[src/sv/vcu_pkg.sv]
`timescale 1ns / 1ps
`default_nettype none
package vcu_pkg;

   localparam int DIV_NW = 52;
   localparam int DIV_DW = 36;
   localparam int SQ_RW = 66;
   localparam int SQ_QW = 33;

   localparam logic signed [31:0] MAX_COORD = 32'sd1966080000;
   localparam logic [31:0] ERR_INIT = 32'd655360;
   localparam logic [31:0] ERR_MIN = 32'd6554;
   localparam logic [31:0] ERR_CONV = 32'd3276800;
   localparam logic [39:0] RTT_CONV = 40'd655360;
   localparam logic [39:0] RTT_MAX = 40'd19660800000;
   localparam logic [2:0] CONV_LIMIT = 3'd5;
   localparam logic [16:0] RECIP10 = 17'd52429;

   localparam logic [2:0] ST_UPDATED = 3'd0;
   localparam logic [2:0] ST_BAD_COORD = 3'd1;
   localparam logic [2:0] ST_BAD_RTT = 3'd2;
   localparam logic [2:0] ST_ZERO_SUM = 3'd3;
   localparam logic [2:0] ST_ORIGIN = 3'd4;

   typedef struct packed {
      logic start;
      logic [DIV_NW-1:0] num;
      logic [DIV_DW-1:0] den;
   } div_req_type;

   typedef struct packed {
      logic start;
      logic [SQ_RW-1:0] rad;
   } sqrt_req_type;

   typedef enum logic [25:0] {
      S_IDLE  = 26'b1 << 0,
      S_CHECK = 26'b1 << 1,
      S_WDIV  = 26'b1 << 2,
      S_SQA   = 26'b1 << 3,
      S_SQB   = 26'b1 << 4,
      S_SQC   = 26'b1 << 5,
      S_SQW   = 26'b1 << 6,
      S_ESW   = 26'b1 << 7,
      S_T1A   = 26'b1 << 8,
      S_T1B   = 26'b1 << 9,
      S_T2    = 26'b1 << 10,
      S_T3    = 26'b1 << 11,
      S_SC    = 26'b1 << 12,
      S_VA    = 26'b1 << 13,
      S_VB    = 26'b1 << 14,
      S_VC    = 26'b1 << 15,
      S_VW    = 26'b1 << 16,
      S_UXW   = 26'b1 << 17,
      S_UYW   = 26'b1 << 18,
      S_UHW   = 26'b1 << 19,
      S_MX    = 26'b1 << 20,
      S_MY    = 26'b1 << 21,
      S_MH    = 26'b1 << 22,
      S_MF    = 26'b1 << 23,
      S_PEND  = 26'b1 << 24,
      S_DONE  = 26'b1 << 25
   } state_type;

   function automatic logic in_range32(input logic signed [31:0] v);
      return (v >= -MAX_COORD) && (v <= MAX_COORD);
   endfunction

   function automatic logic in_range38(input logic signed [37:0] v);
      return (v >= -38'(MAX_COORD)) && (v <= 38'(MAX_COORD));
   endfunction

   function automatic logic [12:0] div10(input logic [15:0] v);
      logic [32:0] p;
      p = {17'b0, v} * {16'b0, RECIP10};
      return p[31:19];
   endfunction

endpackage
`default_nettype wire

[src/sv/vcu_sqrt.sv]
`timescale 1ns / 1ps
`default_nettype none
module vcu_sqrt
   import vcu_pkg::*;
(
   input  wire logic              clock,
   input  wire logic              reset,
   input  wire sqrt_req_type      req,
   output logic                   done,
   output logic [SQ_QW-1:0]       root
);

   logic [SQ_RW-1:0] rad_ff, rad_in;
   logic [SQ_QW+1:0] rem_ff, rem_in;
   logic [SQ_QW-1:0] root_ff, root_in;
   logic [5:0] cnt_ff, cnt_in;
   logic busy_ff, busy_in;
   logic done_ff, done_in;
   logic [SQ_QW+3:0] rem2;
   logic [SQ_QW+3:0] trial;
   logic [SQ_QW+3:0] diff;

   always_comb begin
      rem2 = {rem_ff, rad_ff[SQ_RW-1:SQ_RW-2]};
      trial = {2'b0, root_ff, 2'b01};
      diff = rem2 - trial;
      rad_in = rad_ff;
      rem_in = rem_ff;
      root_in = root_ff;
      cnt_in = cnt_ff;
      busy_in = busy_ff;
      done_in = 1'b0;
      if (req.start) begin
         rad_in = req.rad;
         rem_in = '0;
         root_in = '0;
         cnt_in = 6'(SQ_QW);
         busy_in = 1'b1;
      end else if (busy_ff) begin
         rad_in = {rad_ff[SQ_RW-3:0], 2'b00};
         if (rem2 >= trial) begin
            rem_in = diff[SQ_QW+1:0];
            root_in = {root_ff[SQ_QW-2:0], 1'b1};
         end else begin
            rem_in = rem2[SQ_QW+1:0];
            root_in = {root_ff[SQ_QW-2:0], 1'b0};
         end
         cnt_in = cnt_ff - 6'd1;
         if (cnt_ff == 6'd1) begin
            busy_in = 1'b0;
            done_in = 1'b1;
         end
      end
   end

   always_ff @(posedge clock) begin
      rad_ff <= rad_in;
      rem_ff <= rem_in;
      root_ff <= root_in;
      cnt_ff <= cnt_in;
      if (reset) begin
         busy_ff <= 1'b0;
         done_ff <= 1'b0;
      end else begin
         busy_ff <= busy_in;
         done_ff <= done_in;
      end
   end

   assign done = done_ff;
   assign root = root_ff;

endmodule
`default_nettype wire
[config.mk]
export PLATFORM = sky130hd
export DESIGN_NAME = vcu_sqrt
export DESIGN_NICKNAME = d
export VERILOG_FILES = /design/src/sv/vcu_pkg.sv /design/src/sv/vcu_sqrt.sv
export SDC_FILE = /design/constraint.sdc
export NUM_CORES = 1
export LEC_CHECK = 0
export ABC_AREA = 1
export BUFFER_PORTS_ARGS = -buffer_cell sky130_fd_sc_hd__buf_2
export CORE_UTILIZATION = 59
export DETAILED_ROUTE_END_ITERATION = 10
export PLACE_DENSITY = 0.81
export RECOVER_POWER = 25
export SKIP_LAST_GASP = 1
export SLEW_MARGIN = 40
export SYNTH_ARGS = -nofsm -noshare
export SYNTH_HDL_FRONTEND = slang
export SYNTH_SLANG_ARGS = --single-unit
[constraint.sdc]
create_clock -name clock -period 4.6 [get_ports clock]
set_input_delay 0.92 -clock clock [delete_from_list [all_inputs] [get_ports clock]]
set_output_delay 0.92 -clock clock [all_outputs]
set_load 0.01 [all_outputs]
; ---- Word level (Yosys, flattened, before mapping)
; Cells that the tools add are included.
[totals]
in_bits = 69
word_cells = 21
ff_bits = 142
out_inout_bits = 34
[op_classes]
n_eq_ne = 1
n_reduce_logical = 2
order_cmp = 1
mux = 8
n_bitwise = 1
addsub = 2
[op_table]
columns = cell, n
row1 = $mux W66, 2
row2 = $ge A37 B35 Y1, 1
row3 = $mux W35, 1
row4 = $sub A35 B35 Y35, 1
row5 = $eq A6 B1 Y1 const B, 1
row6 = $sub A6 B1 Y6 const B, 1
row7 = $mux W1, 5
row8 = $reduce_or A3 Y1, 1
row9 = $reduce_bool A2 Y1, 1
row10 = $not A1 Y1, 1

; ---- Logic depth before layout (Yosys ltp)
[logic_depth]
ltp_word = 4
mapped_depth = 18
mapped_depth_nobuf = 17

; ---- Worst setup path before layout
; No wires, ideal clock.
[synth_timing]
path_type = input -> register
from = in req[66] (netlist name)
to = reg rad_ff[0], enable pin
t_arrival_ns = 3.437
cell_stages = 4
setup_ns = 0.456
path_buffers = 2
setup_slack_ns = 0.707
t_required_ns = 4.144
path_cell_list = clkbuf_1 > nor2_2 > clkinv_1 > clkbuf_1
[synth_via]
elab_chain_cells = 1
[synth_rtl]
columns = element, line
row1 = from (decl), vcu_sqrt.sv:8  ; input wire sqrt_req_type req,
row2 = $reduce_bool A2 Y1 (no source line), n/a
row3 = to (signal assigned), vcu_sqrt.sv:57  ; rad_ff <= rad_in;
row4 = to (decl), vcu_sqrt.sv:13  ; logic [SQ_RW-1:0] rad_ff, rad_in;
; Every way passes these cells.
; A chain may end at the register's enable or synchronous reset.

; ---- Final worst setup path
[layout_timing]
from = in req[66] (netlist name)
to = reg rad_ff[19] (data pin)
[layout_via]
elab_chain_cells = 1
[layout_rtl]
columns = element, line
row1 = $mux W66, vcu_sqrt.sv:33  ; if (req.start) begin
row2 = named net rad_in[19], vcu_sqrt.sv:13
; The timed path passes the listed nets, and every way through them passes these cells.

==> qor.csv <==
metric;value;unit
Slew HR;-42.9;%
worst skew pair latency;0.43;ns
TritonRoute pass-1 iters;4;
initial antenna violation count;0;
diode count;0;
synth top area cells;nand2_1, edfxtp_1, dfxtp_1, inv_1, ha_1;
Synth cell types;42;
Die Area;15100;µm²
layout cell share with drive strength beyond 1;12.1;%
area leader, netlist;nand2_1;
worst path cell trace;clkbuf_1 > clkinv_1 > clkbuf_1 > nand2_1 > nand2_1;
MaxCap Viol Count;2;
routed via count;7751;
fillcell total;1208;
CTS Hold Buffers Added;0;
routed len/inst;13.4;µm
crit-path leading delay family;buffers and inverters;
Num CTS Buffers;17;
Yosys warnings;0;
DP Wirelength;14500;µm
Routed WL;20500;µm
Hold Crit Class;reg2reg;
sequential share of the synthesized area;40.7;%
Post-CTS Setup Bufs;0;
grt total ovfl;0;
CTS tree;built;
largest stage delay on the critical path;0.88;ns
Worst Skew;0.0121;ns
Synth Instances;1240;
Synth Flop Type;dfxtp_1;
GRT Overall Usage;29.4;%
Final setup violation count;0;
Mapped Area;8620;µm²
outcome;complete, but fails checks;
RSZ-0062 raised after global routing;no;
Worst setup SP type;input port;
kind of critical path;in2reg;
Worst Tran Pin Value;2.14;ns
total power;6.13;mW
crit path capture type;flip-flop;
Synth-to-Final Area Change;13.8;%
H-Tree Depth;4;
final net count;1437;
fin util;69.8;%
flops & latches, synth;142;
num rows;43;
vias in the first global route;7406;
failing checks;max-capacitance violations, max-slew violations;
largest net degree at the start of global routing;68;
DR vias/cell;5.09;
Post-synth EDFFs;66;
Resized Gates After CTS;0;
Leakage;5.16;nW
fin. max-slew vios;109;
clk slew on worst S/H paths;0.07;ns
first-pass GRT wire length;34400;µm
syn_area_per_cell;6.95;µm²
Required @ worst endpoint;4.78;ns
maximum vdd drop;0.000383;V
CP bufs+invs;3;
placer's final routability congestion estimate;0.980;
setup TNS;0;ns
die span in x;123;µm
Initial Utilization;61.4;%
antenna-violating nets left;0;
Die H;123;µm
Power per Cell Area;625;nW/µm²
Async SR Flop Fraction;0;%
Iteration-0 DRC Markers;548;
final worst-path cycle share;72.2;%
clock sink count;142;
I/O pin count;103;
Bufs on Longest Clock Path;2;
post-synth top area share;24.5;%
core footprint;14000;µm²
critical path peak fanout;51;
Synthesized Nets;1346;
I/O Buffers;102;
Critical Path Slowest Stage Cell;clkbuf_1;
commonest cells after routing, fill and taps aside;nand2_1, inv_1, dfxtp_1, buf_2;
Fin Hold WS;0.457;ns
clk root buf;clkbuf_16;
Remaining DRCs;0;
final hold vios;0;
Data arrival, critical path;3.50;ns
minimum clock period;3.32;ns
commonest non-fill, non-tap cell in the layout;nand2_1;
max frequency;0.301;GHz
-- worst paths after layout --
kind | from | endpoint | slack (ns) | depth (start not counted)
setup / recovery | req[66] | rad_ff[19] | 1.28 | 5
hold / removal | rem_ff[33] | rem_ff[33] | 0.46 | 2
setup reg to reg | root[0] | rem_ff[31] | 2.00 | 16
hold reg to reg | rem_ff[33] | rem_ff[33] | 0.46 | 2
-- power breakdown --
group          total [mW]  switching [mW]  internal (mW)
clock                1.44           0.608          0.828
combinational        3.14            2.10           1.05
sequential           1.55          0.0763           1.47
-- worst min-delay path, delay by kind of cell (launching register included) --
family / cells / cell delay [ns]
simple gates: 2 / 0.11
flops: 1 / 0.31
-- logic make-up (layout without fill, tap and decap cells) --
family                     count (synthesis)  in the layout  synth area share [%]
buffers and inverters                    211            315                  9.74
DFF                                      142            142                  40.7
adders and majority gates                 37             37                  5.37
xor gates and xnor gates                  16             16                  1.63
and+or+nand+nor                          755            755                  37.0
AOI/OAI and AO/OA                         79             79                  5.62
-- synthesized netlist by cell type, types with 11 or more instances --
master	count
nand2_1	563
inv_1	167
dfxtp_1	76
edfxtp_1	66
nand3_1	66
nor2_1	48
ha_1	37
o22ai_1	33
nand2_2	28
a21oi_1	24
clkbuf_1	22
nand3b_1	16
xor2_1	12
nor2_2	11
-- area by class of cell --
cell class                      instances  area, µm²  area share [%]
Clock buffer                           17        425            4.34
Timing Repair Buffer                  109        532            5.42
Multi-Input combinational cell        887       4270            43.6
Clock inverter                         15        191            1.95
Sequential cell                       142       3500            35.7
Tap cell                              180        225            2.30
Inverter                              174        654            6.67
-- through the flow --
stage,instances,area [µm²],setup WS (ns)
finish,1524,9810,1.28
global route,1524,9810,1.01
CTS,1523,9840,1.75
detailed placement,1491,9230,1.65
global placement,1491,9230,1.70
floorplan,1240,8620,0.707
-- state kept, by name, indices dropped and copies added, names as in the netlist --
signal,flops
busy_ff,1
cnt_ff,6
done,1
rad_ff,66
rem_ff,35
root,33
-- per-layer routing --
metal  part of all wire, %  vias up  track usage, %
li1                      -     4056               -
met1                    45     3428            36.7
met4                   2.7        0            10.9
met2                    48      221            49.8
met3                   4.7       46            5.99
met5                     0        -               0
(Power assumes the default switching activity.)
