<file path="src/sv/vcu_pkg.sv">
`timescale 1ns / 1ps
`default_nettype none
package vcu_pkg;

   localparam int DIV_NW = 52;
   localparam int DIV_DW = 36;
   localparam int SQ_RW = 66;
   localparam int SQ_QW = 33;

   localparam logic signed [31:0] MAX_COORD = 32'sd1966080000;
   localparam logic [31:0] ERR_INIT = 32'd655360;
   localparam logic [31:0] ERR_MIN = 32'd6554;
   localparam logic [31:0] ERR_CONV = 32'd3276800;
   localparam logic [39:0] RTT_CONV = 40'd655360;
   localparam logic [39:0] RTT_MAX = 40'd19660800000;
   localparam logic [2:0] CONV_LIMIT = 3'd5;
   localparam logic [16:0] RECIP10 = 17'd52429;

   localparam logic [2:0] ST_UPDATED = 3'd0;
   localparam logic [2:0] ST_BAD_COORD = 3'd1;
   localparam logic [2:0] ST_BAD_RTT = 3'd2;
   localparam logic [2:0] ST_ZERO_SUM = 3'd3;
   localparam logic [2:0] ST_ORIGIN = 3'd4;

   typedef struct packed {
      logic start;
      logic [DIV_NW-1:0] num;
      logic [DIV_DW-1:0] den;
   } div_req_type;

   typedef struct packed {
      logic start;
      logic [SQ_RW-1:0] rad;
   } sqrt_req_type;

   typedef enum logic [25:0] {
      S_IDLE  = 26'b1 << 0,
      S_CHECK = 26'b1 << 1,
      S_WDIV  = 26'b1 << 2,
      S_SQA   = 26'b1 << 3,
      S_SQB   = 26'b1 << 4,
      S_SQC   = 26'b1 << 5,
      S_SQW   = 26'b1 << 6,
      S_ESW   = 26'b1 << 7,
      S_T1A   = 26'b1 << 8,
      S_T1B   = 26'b1 << 9,
      S_T2    = 26'b1 << 10,
      S_T3    = 26'b1 << 11,
      S_SC    = 26'b1 << 12,
      S_VA    = 26'b1 << 13,
      S_VB    = 26'b1 << 14,
      S_VC    = 26'b1 << 15,
      S_VW    = 26'b1 << 16,
      S_UXW   = 26'b1 << 17,
      S_UYW   = 26'b1 << 18,
      S_UHW   = 26'b1 << 19,
      S_MX    = 26'b1 << 20,
      S_MY    = 26'b1 << 21,
      S_MH    = 26'b1 << 22,
      S_MF    = 26'b1 << 23,
      S_PEND  = 26'b1 << 24,
      S_DONE  = 26'b1 << 25
   } state_type;

   function automatic logic in_range32(input logic signed [31:0] v);
      return (v >= -MAX_COORD) && (v <= MAX_COORD);
   endfunction

   function automatic logic in_range38(input logic signed [37:0] v);
      return (v >= -38'(MAX_COORD)) && (v <= 38'(MAX_COORD));
   endfunction

   function automatic logic [12:0] div10(input logic [15:0] v);
      logic [32:0] p;
      p = {17'b0, v} * {16'b0, RECIP10};
      return p[31:19];
   endfunction

endpackage
`default_nettype wire

</file>
<file path="src/sv/vcu_div.sv">
`timescale 1ns / 1ps
`default_nettype none
module vcu_div
   import vcu_pkg::*;
(
   input  wire logic              clock,
   input  wire logic              reset,
   input  wire div_req_type       req,
   output logic                   done,
   output logic [DIV_NW-1:0]      quo
);

   logic [DIV_DW-1:0] rem_ff, rem_in;
   logic [DIV_NW-1:0] quo_ff, quo_in;
   logic [DIV_DW-1:0] den_ff, den_in;
   logic [5:0] cnt_ff, cnt_in;
   logic busy_ff, busy_in;
   logic done_ff, done_in;
   logic [DIV_DW:0] shifted;
   logic [DIV_DW:0] diff;

   always_comb begin
      shifted = {rem_ff, quo_ff[DIV_NW-1]};
      diff = shifted - {1'b0, den_ff};
      rem_in = rem_ff;
      quo_in = quo_ff;
      den_in = den_ff;
      cnt_in = cnt_ff;
      busy_in = busy_ff;
      done_in = 1'b0;
      if (req.start) begin
         rem_in = '0;
         quo_in = req.num;
         den_in = req.den;
         cnt_in = 6'(DIV_NW);
         busy_in = 1'b1;
      end else if (busy_ff) begin
         if (shifted >= {1'b0, den_ff}) begin
            rem_in = diff[DIV_DW-1:0];
            quo_in = {quo_ff[DIV_NW-2:0], 1'b1};
         end else begin
            rem_in = shifted[DIV_DW-1:0];
            quo_in = {quo_ff[DIV_NW-2:0], 1'b0};
         end
         cnt_in = cnt_ff - 6'd1;
         if (cnt_ff == 6'd1) begin
            busy_in = 1'b0;
            done_in = 1'b1;
         end
      end
   end

   always_ff @(posedge clock) begin
      rem_ff <= rem_in;
      quo_ff <= quo_in;
      den_ff <= den_in;
      cnt_ff <= cnt_in;
      if (reset) begin
         busy_ff <= 1'b0;
         done_ff <= 1'b0;
      end else begin
         busy_ff <= busy_in;
         done_ff <= done_in;
      end
   end

   assign done = done_ff;
   assign quo = quo_ff;

endmodule
`default_nettype wire

</file>
<file path="config.mk">
export PLATFORM = sky130hd
export DESIGN_NAME = vcu_div
export DESIGN_NICKNAME = d
export VERILOG_FILES = /design/src/sv/vcu_pkg.sv /design/src/sv/vcu_div.sv
export SDC_FILE = /design/constraint.sdc
export NUM_CORES = 1
export LEC_CHECK = 0
export BUFFER_PORTS_ARGS = -buffer_cell sky130_fd_sc_hd__buf_4
export CAP_MARGIN = 0
export CELL_PAD_IN_SITES_DETAIL_PLACEMENT = 1
export CELL_PAD_IN_SITES_GLOBAL_PLACEMENT = 1
export CORE_MARGIN = 5
export CORE_UTILIZATION = 25
export CTS_CLUSTER_SIZE = 12
export DETAILED_ROUTE_END_ITERATION = 7
export HOLD_SLACK_MARGIN = 0.03
export PLACE_DENSITY_LB_ADDON = 0.1
export SLEW_MARGIN = 40
export SYNTH_ARGS = -nofsm -noshare
export SYNTH_HDL_FRONTEND = slang
export SYNTH_SLANG_ARGS = --single-unit
</file>
<file path="constraint.sdc">
create_clock -name clock -period 2.7 [get_ports clock]
set_input_delay 0.54 -clock clock [delete_from_list [all_inputs] [get_ports clock]]
set_output_delay 0.54 -clock clock [all_outputs]
set_load 0.01 [all_outputs]
</file>
# --- After elaboration in Yosys (flattened, before gate mapping) ---
# Cells that the tools add are included.
classes:
  add_sub_neg: 2
  n_mul: 0
  n_div: 0
  order_cmp: 1
  eq_ne: 1
  shifts: 0
  n_mux: 8
  bitwise: 1
  reduce_logical: 2
op_table:
  columns: ["operator", "count"]
  rows:
  - ["$mux 52", 2]
  - ["$ge 37x36->1", 1]
  - ["$mux 36", 1]
  - ["$sub 36x36->36", 1]
  - ["$eq 6x1->1 const B", 1]
  - ["$sub 6x1->6 const B", 1]
  - ["$mux 1", 5]
  - ["$reduce_or 3->1", 1]
  - ["$reduce_bool 2->1", 1]
  - ["$not 1->1", 1]
totals:
  ff_bits: 132
  latchBits: 0
  ram_bits: 0
  romBits: 0
  inputBits: 91
  output_inout_bits: 53
  wordCells: 21
  n_memories: 0

# --- Longest topological paths before layout ---
# Gate-level depths: netlist (run 1).
depth:
  ltp_word: 4
  depth_mapped: 14
  ltp_nobuf: 12

# --- Least setup slack after synthesis (run 1) ---
# Ideal clock, no wire load.
synth_timing:
  path_kind: "reg2reg"
  start: "reg den_ff[22]"
  end: "reg quo_ff[0] (netlist: quo[0]) (data pin)"
  setup_ns: 0.260
  arrival_time_ns: 2.624
  required_ns: 2.440
  setup_slack_ns: -0.184
  stages_incl_launch_ff: 13
  n_path_buf: 3
  period_less_slack_ns: 2.884
  cell_sequence: "edfxtp_1 inv_1 ha_1 buf_6 a211o_1 and3_4 o41ai_4 nand3_1 o21a_2 a311o_1 buf_6 buf_2 mux2_2"
synth_via:
  elab_chain_len: 4
synth_lines:
  columns: ["element", "line", "source"]
  rows:
  - ["from (decl)", "vcu_div.sv:15", "logic [DIV_DW-1:0] den_ff, den_in;"]
  - ["from (signal assigned)", "vcu_div.sv:56", "den_ff <= den_in;"]
  - ["$ge 37x36->1", "vcu_div.sv:38", "if (shifted >= {1'b0, den_ff}) begin"]
  - ["$mux 1", "vcu_div.sv:38", null]
  - ["$mux 52", "vcu_div.sv:37", "end else if (busy_ff) begin"]
  - ["$mux 52", "vcu_div.sv:31", "if (req.start) begin"]
  - ["via quo_in[0]", "vcu_div.sv:14", "logic [DIV_NW-1:0] quo_ff, quo_in;"]
  - ["to (signal assigned)", "vcu_div.sv:55", "quo_ff <= quo_in;"]
  - ["to (decl)", "vcu_div.sv:14", null]
# The timed path passes the listed nets, and every way through them passes these cells. The select of a mux whose other input is x is not followed.
# A chain may end at the register's enable or synchronous reset.

# --- Final worst setup path (run 1) ---
layout_timing:
  start: "reg den_ff[22]"
  end: "reg rem_ff[11]"
layout_via:
  elab_chain_len: 2
layout_lines:
  columns: ["element", "line", "source"]
  rows:
  - ["$ge 37x36->1", "vcu_div.sv:38", null]
  - ["$mux 36", "vcu_div.sv:38", null]
  - ["to (signal assigned)", "vcu_div.sv:54", "rem_ff <= rem_in;"]
  - ["to (decl)", "vcu_div.sv:13", "logic [DIV_DW-1:0] rem_ff, rem_in;"]
# No other way between the ends.

==> flow_metrics.py, run 1 <==
metrics = {
    "status": {
        "status": "complete, but fails checks",
        "violations": "setup timing",
    },
    "setup_path": {
        "crit_path_start_kind": "register",
        "worstPathMaxFanout": 11,
        "cp_cell_sequence": "inv_2 -> ha_4 -> a211o_1 -> and3_4 -> o41ai_4 -> nand3_1 -> o21a_2 -> a311o_2 -> buf_12 -> buf_12 -> mux2i_1 -> a211oi_1",
        "slowest_delay_ns": 0.39,
        "cp_common_cell": "buf_12",
        "path_delay_family": "compound AO/OA/AOI/OAI gates",
        "timing_worst_setup_path_type": "reg -> reg",
        "arrival_ns": 3.16,
        "cp-end-kind": "register",
        "cp_num_buf_inv": 3,
        "cpMaxStageDelayCell": "edfxtp_1",
        "required_ns": 3.04,
    },
    "die": {
        "core_area_um2": 28700,
        "io_pins": 144,
        "start_util_pct": 25.31,
        "dieArea_um2": 32560,
        "rows": 62,
        "die_x_um": 180.5,
        "fp.dieH_um": 180.5,
    },
    "cells_and_area": {
        "drive_above_1_share_pct": 42.71,
        "antenna_cells": 0,
        "fillers": 3230,
        "multi_input_area_um2": 3651,
        "finalNetCount": 1063,
        "regArea_um2": 3523,
        "fin_area_um2": 10600,
        "postLayoutCoreUtil_pct": 36.94,
        "syn_to_final_growth_pct": 45.99,
    },
    "detailed_routing": {
        "vias": 6062,
        "viasPerCell": 4.558,
        "drt_iter0_drc": 199,
        "ant_nets": 0,
        "wl_mm": 22.24,
        "drc": 0,
        "first_pass_iters": 4,
        "wl_per_cell_um": 16.72,
    },
    "power": {
        "vdd_ir_drop_max_mv": 0.4646,
        "p_leak_nw": 4.521,
        "powerDensity_nw_per_um2": 618.1,
        "fin_total_pwr_w": 0.006554,
    },
    "clock_network": {
        "path_clk_slew_ns": 0.07,
        "h-tree-depth": 4,
        "clk_path_buf_depth": 2,
        "root_buffer": "clkbuf_16",
        "clk-insertion-delay-late_ns": 0.44,
        "clock_sinks": 132,
        "tritoncts": "done",
        "cts_buffers": 17,
    },
    "place": {
        "placed_area_um2": 9657,
        "gp_congestion": 0.7839,
        "place_ws_ns": -0.2977,
        "place_hpwl_mm": 16.60,
        "io_buffers": 143,
    },
    "logic_synthesis": {
        "synth_ff_type": "edfxtp_1",
        "ys_types": 64,
        "avgSynthCellArea_um2": 10.89,
        "ys_ff_latch": 132,
        "synth_area_leader_cell": "edfxtp_1",
        "syn-num-nets": 797,
        "syn_inst": 667,
        "synth_most_common_cell": "edfxtp_1",
        "yosys-top-cells-count": "88 x edfxtp_1, 53 x nor2_1, 52 x mux2_2",
        "syn_area_um2": 7263,
        "async_reset_ff_share_pct": 0,
        "yosys_warnings": 0,
        "synth.area.top_cells": "edfxtp_1 36%, dfxtp_1 12%, mux2_2 8.1%",
        "synth.top_cell.area_share_pct": 36.38,
        "seq_area_frac_synth_pct": 48.51,
        "synth_edf_count": 88,
    },
    "timing": {
        "maxSlewViolCount": 0,
        "period_share_pct": 104.4,
        "timing.slew.headroom_pct": 58.32,
        "worstMarginPinSlew_ns": 0.6215,
        "fmax_mhz": 354.9,
        "period_needed_ns": 2.818,
        "rsz0062_at_grt": "true",
        "fin_ws_ns": -0.1178,
        "holdWs_ns": 0.2631,
        "clock-skew-final_ns": 0.02177,
        "hold_viol": 0,
        "setup_violations": 29,
    },
    "job": {
        "cap_violations": 0,
    },
    "global_route": {
        "overflow": 0,
        "grt_pass1_wl_mm": 36.19,
        "antenna_found_initial": 0,
        "grt_pass1_vias": 6898,
        "grt_use_total_pct": 13.69,
        "grt_max_degree": 54,
    },
    "hold_path": {
        "hold_class": "in -> reg",
    },
}
[final timing paths]
path / end / cells past startpoint / slack, ns / from
setup / recovery: rem_ff[11] / 12 / -0.12 / den_ff[22]
hold / removal: busy_ff / 2 / 0.26 / reset
setup reg to reg: rem_ff[11] / 12 / -0.12 / den_ff[22]
hold reg to reg: rem_ff[16] / 2 / 0.49 / rem_ff[16]
[logic make-up after synthesis]
group	synth area share, %
flip-flops	48.51
adder cells (fa/ha/maj)	6.822
AND/OR/NAND/NOR	9.940
multiplexers	11.37
buffers and inverters	4.186
AO/OA/AOI/OAI	14.83
XOR/XNOR	4.341
[per-layer routing]
| layer | part of all wire (%) | GRT usage [%] | up-vias |
|---|---|---|---|
| li1 | - | - | 2991 |
| met1 | 45 | 16.99 | 2914 |
| met2 | 47 | 22.20 | 135 |
| met3 | 6.2 | 5.067 | 22 |
| met4 | 1.7 | 4.325 | 0 |
| met5 | 0 | 0 | - |
[state kept, by name, indices dropped and copies added, names as in the netlist]
register,flops
rem_ff,36
busy_ff,1
quo,52
den_ff,36
cnt_ff,6
done,1
[placed cells by master, fill, tap and decap left out, drive strengths merged, types with 3 or more instances in the layout]
| master | instances |
|---|---|
| mux2i | 24 |
| a211oi | 23 |
| a32oi | 6 |
| nand4 | 6 |
| a21boi | 5 |
| clkbuf | 19 |
| o21a | 9 |
| clkinvlp | 3 |
| buf | 277 |
| edfxtp | 88 |
| and2 | 3 |
| mux2 | 52 |
| nor3 | 12 |
| xnor2 | 20 |
| a31oi | 4 |
| dfxtp | 44 |
| nor2 | 54 |
| o31a | 4 |
| o211ai | 4 |
| ha | 38 |
| a21oi | 33 |
| a21o | 12 |
| o21bai | 3 |
| nand2 | 44 |
| o22ai | 3 |
| nand3 | 11 |
| o41ai | 3 |
| nand2b | 7 |
| and3 | 4 |
| inv | 51 |
| xor2 | 16 |
| o21ai | 27 |
| nor2b | 6 |
| a311oi | 4 |
[stage by stage]
step / setup TNS (ns) / std cells
3_5_place_dp: -6.098 / 1283
6_report: -1.367 / 1330
3_3_place_gp: -5.612 / 1283
4_1_cts: -1.572 / 1324
5_1_grt: -6.350 / 1330
2_1_floorplan: -0.9676 / 667
[area by class of cell]
| cell class | instances | share of cell area [%] |
|---|---|---|
| Tap cell | 384 | 4.531 |
| Multi-Input combinational cell | 462 | 34.43 |
| Timing Repair Buffer | 277 | 20.73 |
| Inverter | 43 | 1.522 |
| Clock inverter | 13 | 1.286 |
| Clock buffer | 19 | 4.271 |
| Sequential cell | 132 | 33.23 |
[where the power goes]
part,leakage (nW),total (W),internal [W],switching (W)
clock network,0.282,0.00238,0.00135,0.00104
logic,3.00,0.00171,0.000880,0.000825
registers,1.24,0.00246,0.00237,0.000100
total,4.52,0.00655,0.00459,0.00196
[timing repair]
| action | in CTS | in global routing |
|---|---|---|
| cloned | 0 | 0 |
| hold buffers | 0 | 0 |
| buffers inserted | 9 | 6 |
| resized for setup | 35 | 24 |
| hold endpoints to repair | 0 | 0 |
| setup endpoints to repair | 37 | 37 |
| pin swaps | 18 | 17 |
Power figures use the tool's default switching activity.
==> inputs of run 2 (changes only) <==
ABC_AREA = 1   (was not set)
==> run 2 against run 1 <==
  * Sequential share of layout area is 0.11 points lower
  * Highest routed layer unchanged
  * The run now ends clean
  * Routed wire length increased by 31%
  * First-iteration DRC count rose by 60%
  * Combinational power shrank 54%
  * Setup slack gained 0.31 ns
  * Via count is 26% higher
  * Largest cell class unchanged
  * Largest power group is now the clock network
==> flow_metrics.py, run 2 <==
metrics = {
    "clock_network": {
        "cts_buffers": 17,
        "path_clk_slew_ns": 0.07,
        "postCtsHoldBufs": 0,
        "cts_setup_buffers": 0,
        "h-tree-depth": 4,
        "clock_sinks": 132,
        "clk_path_buf_depth": 2,
        "cts_resized": 0,
        "clk-insertion-delay-late_ns": 0.45,
        "root_buffer": "clkbuf_16",
        "tritoncts": "done",
    },
    "detailed_routing": {
        "ant_nets": 0,
        "wl_per_cell_um": 16.55,
        "drc": 0,
        "first_pass_iters": 5,
        "wl_mm": 29.05,
        "vias": 7652,
        "viasPerCell": 4.360,
        "drt_iter0_drc": 318,
    },
    "logic_synthesis": {
        "seq_area_frac_synth_pct": 42.40,
        "synth_ff_type": "edfxtp_1",
        "yosys_warnings": 0,
        "syn-num-nets": 1276,
        "synth_most_common_cell": "nand2_1",
        "syn_inst": 1146,
        "async_reset_ff_share_pct": 0,
        "ys_types": 37,
        "syn_area_um2": 8309,
        "synth.top_cell.area_share_pct": 31.80,
        "yosys-top-cells-count": "438 x nand2_1, 190 x inv_1, 104 x nand3_1",
        "synth_edf_count": 88,
        "ys_ff_latch": 132,
        "avgSynthCellArea_um2": 7.251,
        "synth.area.top_cells": "edfxtp_1 32%, nand2_1 20%, dfxtp_1 11%",
        "synth_area_leader_cell": "edfxtp_1",
    },
    "die": {
        "start_util_pct": 25.41,
        "rows": 66,
        "dieArea_um2": 36980,
        "die_x_um": 192.3,
        "io_pins": 144,
        "fp.dieH_um": 192.3,
        "core_area_um2": 32700,
    },
    "job": {
        "cap_violations": 0,
    },
    "timing": {
        "holdWs_ns": 0.2634,
        "rsz0062_at_grt": "false",
        "setup_violations": 0,
        "worstMarginPinSlew_ns": 0.6000,
        "tns_ns": 0,
        "hold_viol": 0,
        "clock-skew-final_ns": 0.01221,
        "fmax_mhz": 398.8,
        "period_share_pct": 92.86,
        "timing.slew.headroom_pct": 59.63,
        "maxSlewViolCount": 0,
        "period_needed_ns": 2.507,
    },
    "global_route": {
        "grt_max_degree": 62,
        "grt_pass1_vias": 8212,
        "overflow": 0,
        "antenna_found_initial": 0,
        "grt_use_total_pct": 16.25,
        "grt_pass1_wl_mm": 45.95,
    },
    "power": {
        "vdd_ir_drop_max_mv": 0.4463,
        "powerDensity_nw_per_um2": 537.2,
        "p_leak_nw": 5.387,
    },
    "setup_path": {
        "cp-end-kind": "register",
        "required_ns": 3.04,
        "arrival_ns": 2.84,
        "crit_path_start_kind": "register",
        "timing_worst_setup_path_type": "reg -> reg",
        "worstPathMaxFanout": 15,
    },
    "cells_and_area": {
        "fillers": 4084,
        "final_cell_mix": "438 x nand2_1, 188 x inv_1, 154 x buf_4",
        "drive_above_1_share_pct": 17.44,
        "finalNetCount": 1430,
        "layout_commonest_cell": "nand2_1",
        "antenna_cells": 0,
        "syn_to_final_growth_pct": 28.05,
        "largest_reg_flops": 52,
    },
    "place": {
        "gp_congestion": 0.8556,
        "io_buffers": 143,
        "place_hpwl_mm": 22.55,
    },
    "hold_path": {
        "hold_class": "in -> reg",
    },
    "status": {
        "status": "completed",
    },
}
run 2: metal layers:
| layer | GRT usage (%) | share of wire, % | up-vias |
|---|---|---|---|
| li1 | - | - | 3928 |
| met1 | 21.63 | 48 | 3552 |
| met2 | 24.78 | 43 | 156 |
| met3 | 6.259 | 7.6 | 16 |
| met4 | 4.224 | 1.1 | 0 |
| met5 | 0 | 0 | - |
run 2: power by group:
group | total, W | internal, W | switching (W) | leakage, nW
clock | 0.00254 | 0.00148 | 0.00107 | 0.302
combinational | 0.000784 | 0.000330 | 0.000454 | 3.84
sequential | 0.00239 | 0.00232 | 0.0000700 | 1.24
run 2: logic make-up (layout without fill, tap and decap cells):
family | Yosys count | after routing | synth area share [%]
compound gates | 71 | 71 | 4.563
flops | 132 | 132 | 42.40
simple gates | 667 | 667 | 34.62
fa+ha+maj | 39 | 39 | 5.963
xor+xnor | 18 | 18 | 1.897
buf+inv | 219 | 386 | 10.56
run 2: final timing paths:
| kind | from | to | slack [ns] | cells past startpoint |
|---|---|---|---|---|
| setup / recovery | den_ff[20] | rem_ff[8] | 0.19 | 13 |
| setup reg to reg | den_ff[20] | rem_ff[8] | 0.19 | 13 |
| hold / removal | reset | busy_ff | 0.26 | 2 |
| hold reg to reg | rem_ff[23] | rem_ff[23] | 0.48 | 2 |
run 2: final cells by class:
cell class              instances  area (um^2)  share of cell area, %
multi-input cells             795         3909                  36.74
flip-flops and latches        132         3523                  33.11
repair buffers                162         1316                  12.37
inverters                     192        720.7                  6.773
well taps                     442        553.0                  5.198
clock buffers                  17        425.4                  3.998
clock inverters                15        192.7                  1.811
run 2: per-stage QoR:
step / setup WS (ns) / cells / util (%) / power, W / area [um^2]
finish: 0.1927 / 1755 / 32.54 / 0.005716 / 10640
global route: 0.02995 / 1755 / 32.54 / 0.006005 / 10640
CTS: 0.1677 / 1755 / 32.54 / 0.005842 / 10640
detailed placement: 0.1803 / 1723 / 30.65 / 0.003233 / 10020
global placement: 0.2157 / 1723 / 30.65 / 0.003230 / 10020
floorplan: 0.4282 / 1146 / - / 0.002815 / 8310
run 2: critical path: stages (launching register included):
cell,delay [ns]
edfxtp_1,0.36
inv_1,0.09
ha_1,0.29
nand2_2,0.14
inv_1,0.05
a21oi_1,0.25
nand2_1,0.15
a21oi_1,0.24
nand2_2,0.12
nand2_4,0.25
buf_12,0.19
nand3_1,0.08
nand3_1,0.09
o21ai_1,0.07
==> inputs of run 3 (changes only) <==
GPL_TIMING_DRIVEN = 0   (was not set)
==> run 3 against run 2 <==
  * Setup slack lost 0.031 ns
  * Routed wire length grew 0.24%
  * Register-to-register slack lost 0.03 ns
  * Clock skew grew 0.0033 ns
  * Cell count grew 0.51%
  * Sequential power is essentially flat
  * Worst hold slack gained 0.0073 ns
  * Cell area shrank 0.54%
  * Critical path type unchanged
  * Largest cell class unchanged
==> flow_metrics.py, run 3 (same netlist as run 2, synthesis figures left out) <==
metrics = {
    "status": {
        "status": "completed",
    },
    "global_route": {
        "grt_pass1_wl_mm": 45.99,
        "use_met1_pct": 20.32,
        "grt_use_total_pct": 16.13,
        "grt_use_met3_pct": 6.404,
        "antenna_found_initial": 0,
        "overflow": 0,
        "use_met2_pct": 26.37,
        "busiest_layer": "met2",
        "grt_max_degree": 54,
        "grt_pass1_vias": 8456,
    },
    "clock_network": {
        "postCtsHoldBufs": 0,
        "h-tree-depth": 4,
        "clk-insertion-delay-late_ns": 0.44,
        "path_clk_slew_ns": 0.07,
        "clock_sinks": 132,
        "cts_setup_buffers": 0,
        "root_buffer": "clkbuf_16",
        "clk_path_buf_depth": 2,
        "tritoncts": "done",
        "cts_resized": 0,
        "cts_buffers": 17,
    },
    "timing": {
        "rsz0062_at_grt": "false",
        "clock-skew-final_ns": 0.01554,
        "period_share_pct": 94.01,
        "timing.slew.headroom_pct": 57.93,
        "fmax_mhz": 394.0,
        "maxSlewViolCount": 0,
        "period_needed_ns": 2.538,
        "fin_ws_ns": 0.1618,
        "setup_violations": 0,
        "hold_viol": 0,
        "worstMarginPinSlew_ns": 0.6304,
    },
    "cells_and_area": {
        "syn_to_final_growth_pct": 27.36,
        "multi_input_area_um2": 3916,
        "regArea_um2": 3523,
        "largest_reg_flops": 52,
        "drive_above_1_share_pct": 16.87,
        "antenna_cells": 0,
        "finalNetCount": 1439,
        "fin_area_um2": 10580,
        "final_cell_mix": "438 x nand2_1, 190 x inv_1, 144 x buf_4",
        "postLayoutCoreUtil_pct": 32.36,
        "layout_commonest_cell": "nand2_1",
        "fillers": 4099,
    },
    "die": {
        "die_x_um": 192.3,
        "start_util_pct": 25.41,
        "core_area_um2": 32700,
        "dieArea_um2": 36980,
        "rows": 66,
        "io_pins": 144,
        "fp.dieH_um": 192.3,
    },
    "setup_path": {
        "timing.rr.start": "den_ff[15]",
        "crit_path_start_kind": "register",
        "arrival_ns": 2.85,
        "cp-end-kind": "register",
        "path_delay_family": "simple AND/OR/NAND/NOR gates",
        "cp_common_cell": "nand2_1",
        "required_ns": 3.01,
        "slowest_delay_ns": 0.38,
        "cp_num_buf_inv": 2,
        "timing_worst_setup_path_type": "reg -> reg",
        "critPathLaunch": "den_ff[15]",
        "cp_cell_sequence": "inv_1 -> ha_1 -> nand2_1 -> nor2_1 -> nand2_1 -> nor3_1 -> nand3_1 -> nand4_4 -> buf_6 -> nand2_1 -> nand3_1 -> o21ai_1",
        "cpMaxStageDelayCell": "ha_1",
        "worstPathMaxFanout": 10,
        "rrSetupSlack_ns": 0.16,
    },
    "detailed_routing": {
        "drc": 0,
        "wl_mm": 29.12,
        "wl_per_cell_um": 16.51,
        "viasPerCell": 4.336,
        "drt_iter0_drc": 277,
        "vias": 7649,
        "first_pass_iters": 4,
        "ant_nets": 0,
    },
    "job": {
        "cap_violations": 0,
    },
    "power": {
        "vdd_ir_drop_max_mv": 0.4507,
        "fin_total_pwr_w": 0.005647,
        "powerDensity_nw_per_um2": 533.6,
        "p_leak_nw": 5.346,
    },
    "place": {
        "gp_congestion": 0.8388,
        "io_buffers": 143,
        "place_hpwl_mm": 23.17,
        "placed_area_um2": 9976,
        "place_ws_ns": -0.2865,
    },
    "hold_path": {
        "hold_class": "in -> reg",
        "worstHoldStart": "req[0]",
    },
}
run 3: changes by cell type in the layout (fill, tap and decap cells not counted), moves of 3 or more:
cell	previous run	this run
clkbuf_1	0	13
buf_6	0	6
buf_2	0	5
buf_1	0	3
buf_4	154	144
inv_6	6	2
buf_12	8	0
run 3: through the flow:
stage,setup TNS (ns),hold slack (ns),cells
2_1_floorplan,0,0.4436,1146
3_3_place_gp,-86.11,0.4583,1731
3_5_place_dp,-20.30,0.4679,1732
4_1_cts,0,0.2502,1764
5_1_grt,0,0.2477,1764
6_report,0,0.2707,1764
run 3: routing by layer:
metal | wire [um] | part of all wire (%)
met1 | 13640 | 47
met2 | 13080 | 45
met3 | 2153 | 7.4
met4 | 251 | 0.86
met5 | 0 | 0
run 3: cell type report:
class                      instances  area share [%]
inverter                         192           6.810
sequential                       132           33.29
multi-input combinational        795           37.01
tap                              442           5.226
clock inverter                    12           1.466
clock buffer                      20           4.221
timing repair buffer             144           10.40
buffer                            27           1.572
run 3: worst reg2reg max path, cell delays in order, from the launching register on:
cell and delay, ns:
edfxtp_1 0.33, inv_1 0.06, ha_1 0.38, nand2_1 0.13, nor2_1 0.18, nand2_1 0.15, nor3_1 0.29, nand3_1 0.18
nand4_4 0.22, buf_6 0.22, nand2_1 0.07, nand3_1 0.14, o21ai_1 0.09
run 3: final timing paths:
kind	end	cells after the start
max	rem_ff[21]	12
min	den_ff[0]	1
max reg2reg	rem_ff[21]	12
min reg2reg	rem_ff[31]	2
run 3: power by group:
| part | internal (W) | switching, W |
|---|---|---|
| combinational | 0.000326 | 0.000455 |
| sequential | 0.00232 | 0.0000689 |
| clock | 0.00148 | 0.000996 |
| total | 0.00413 | 0.00152 |
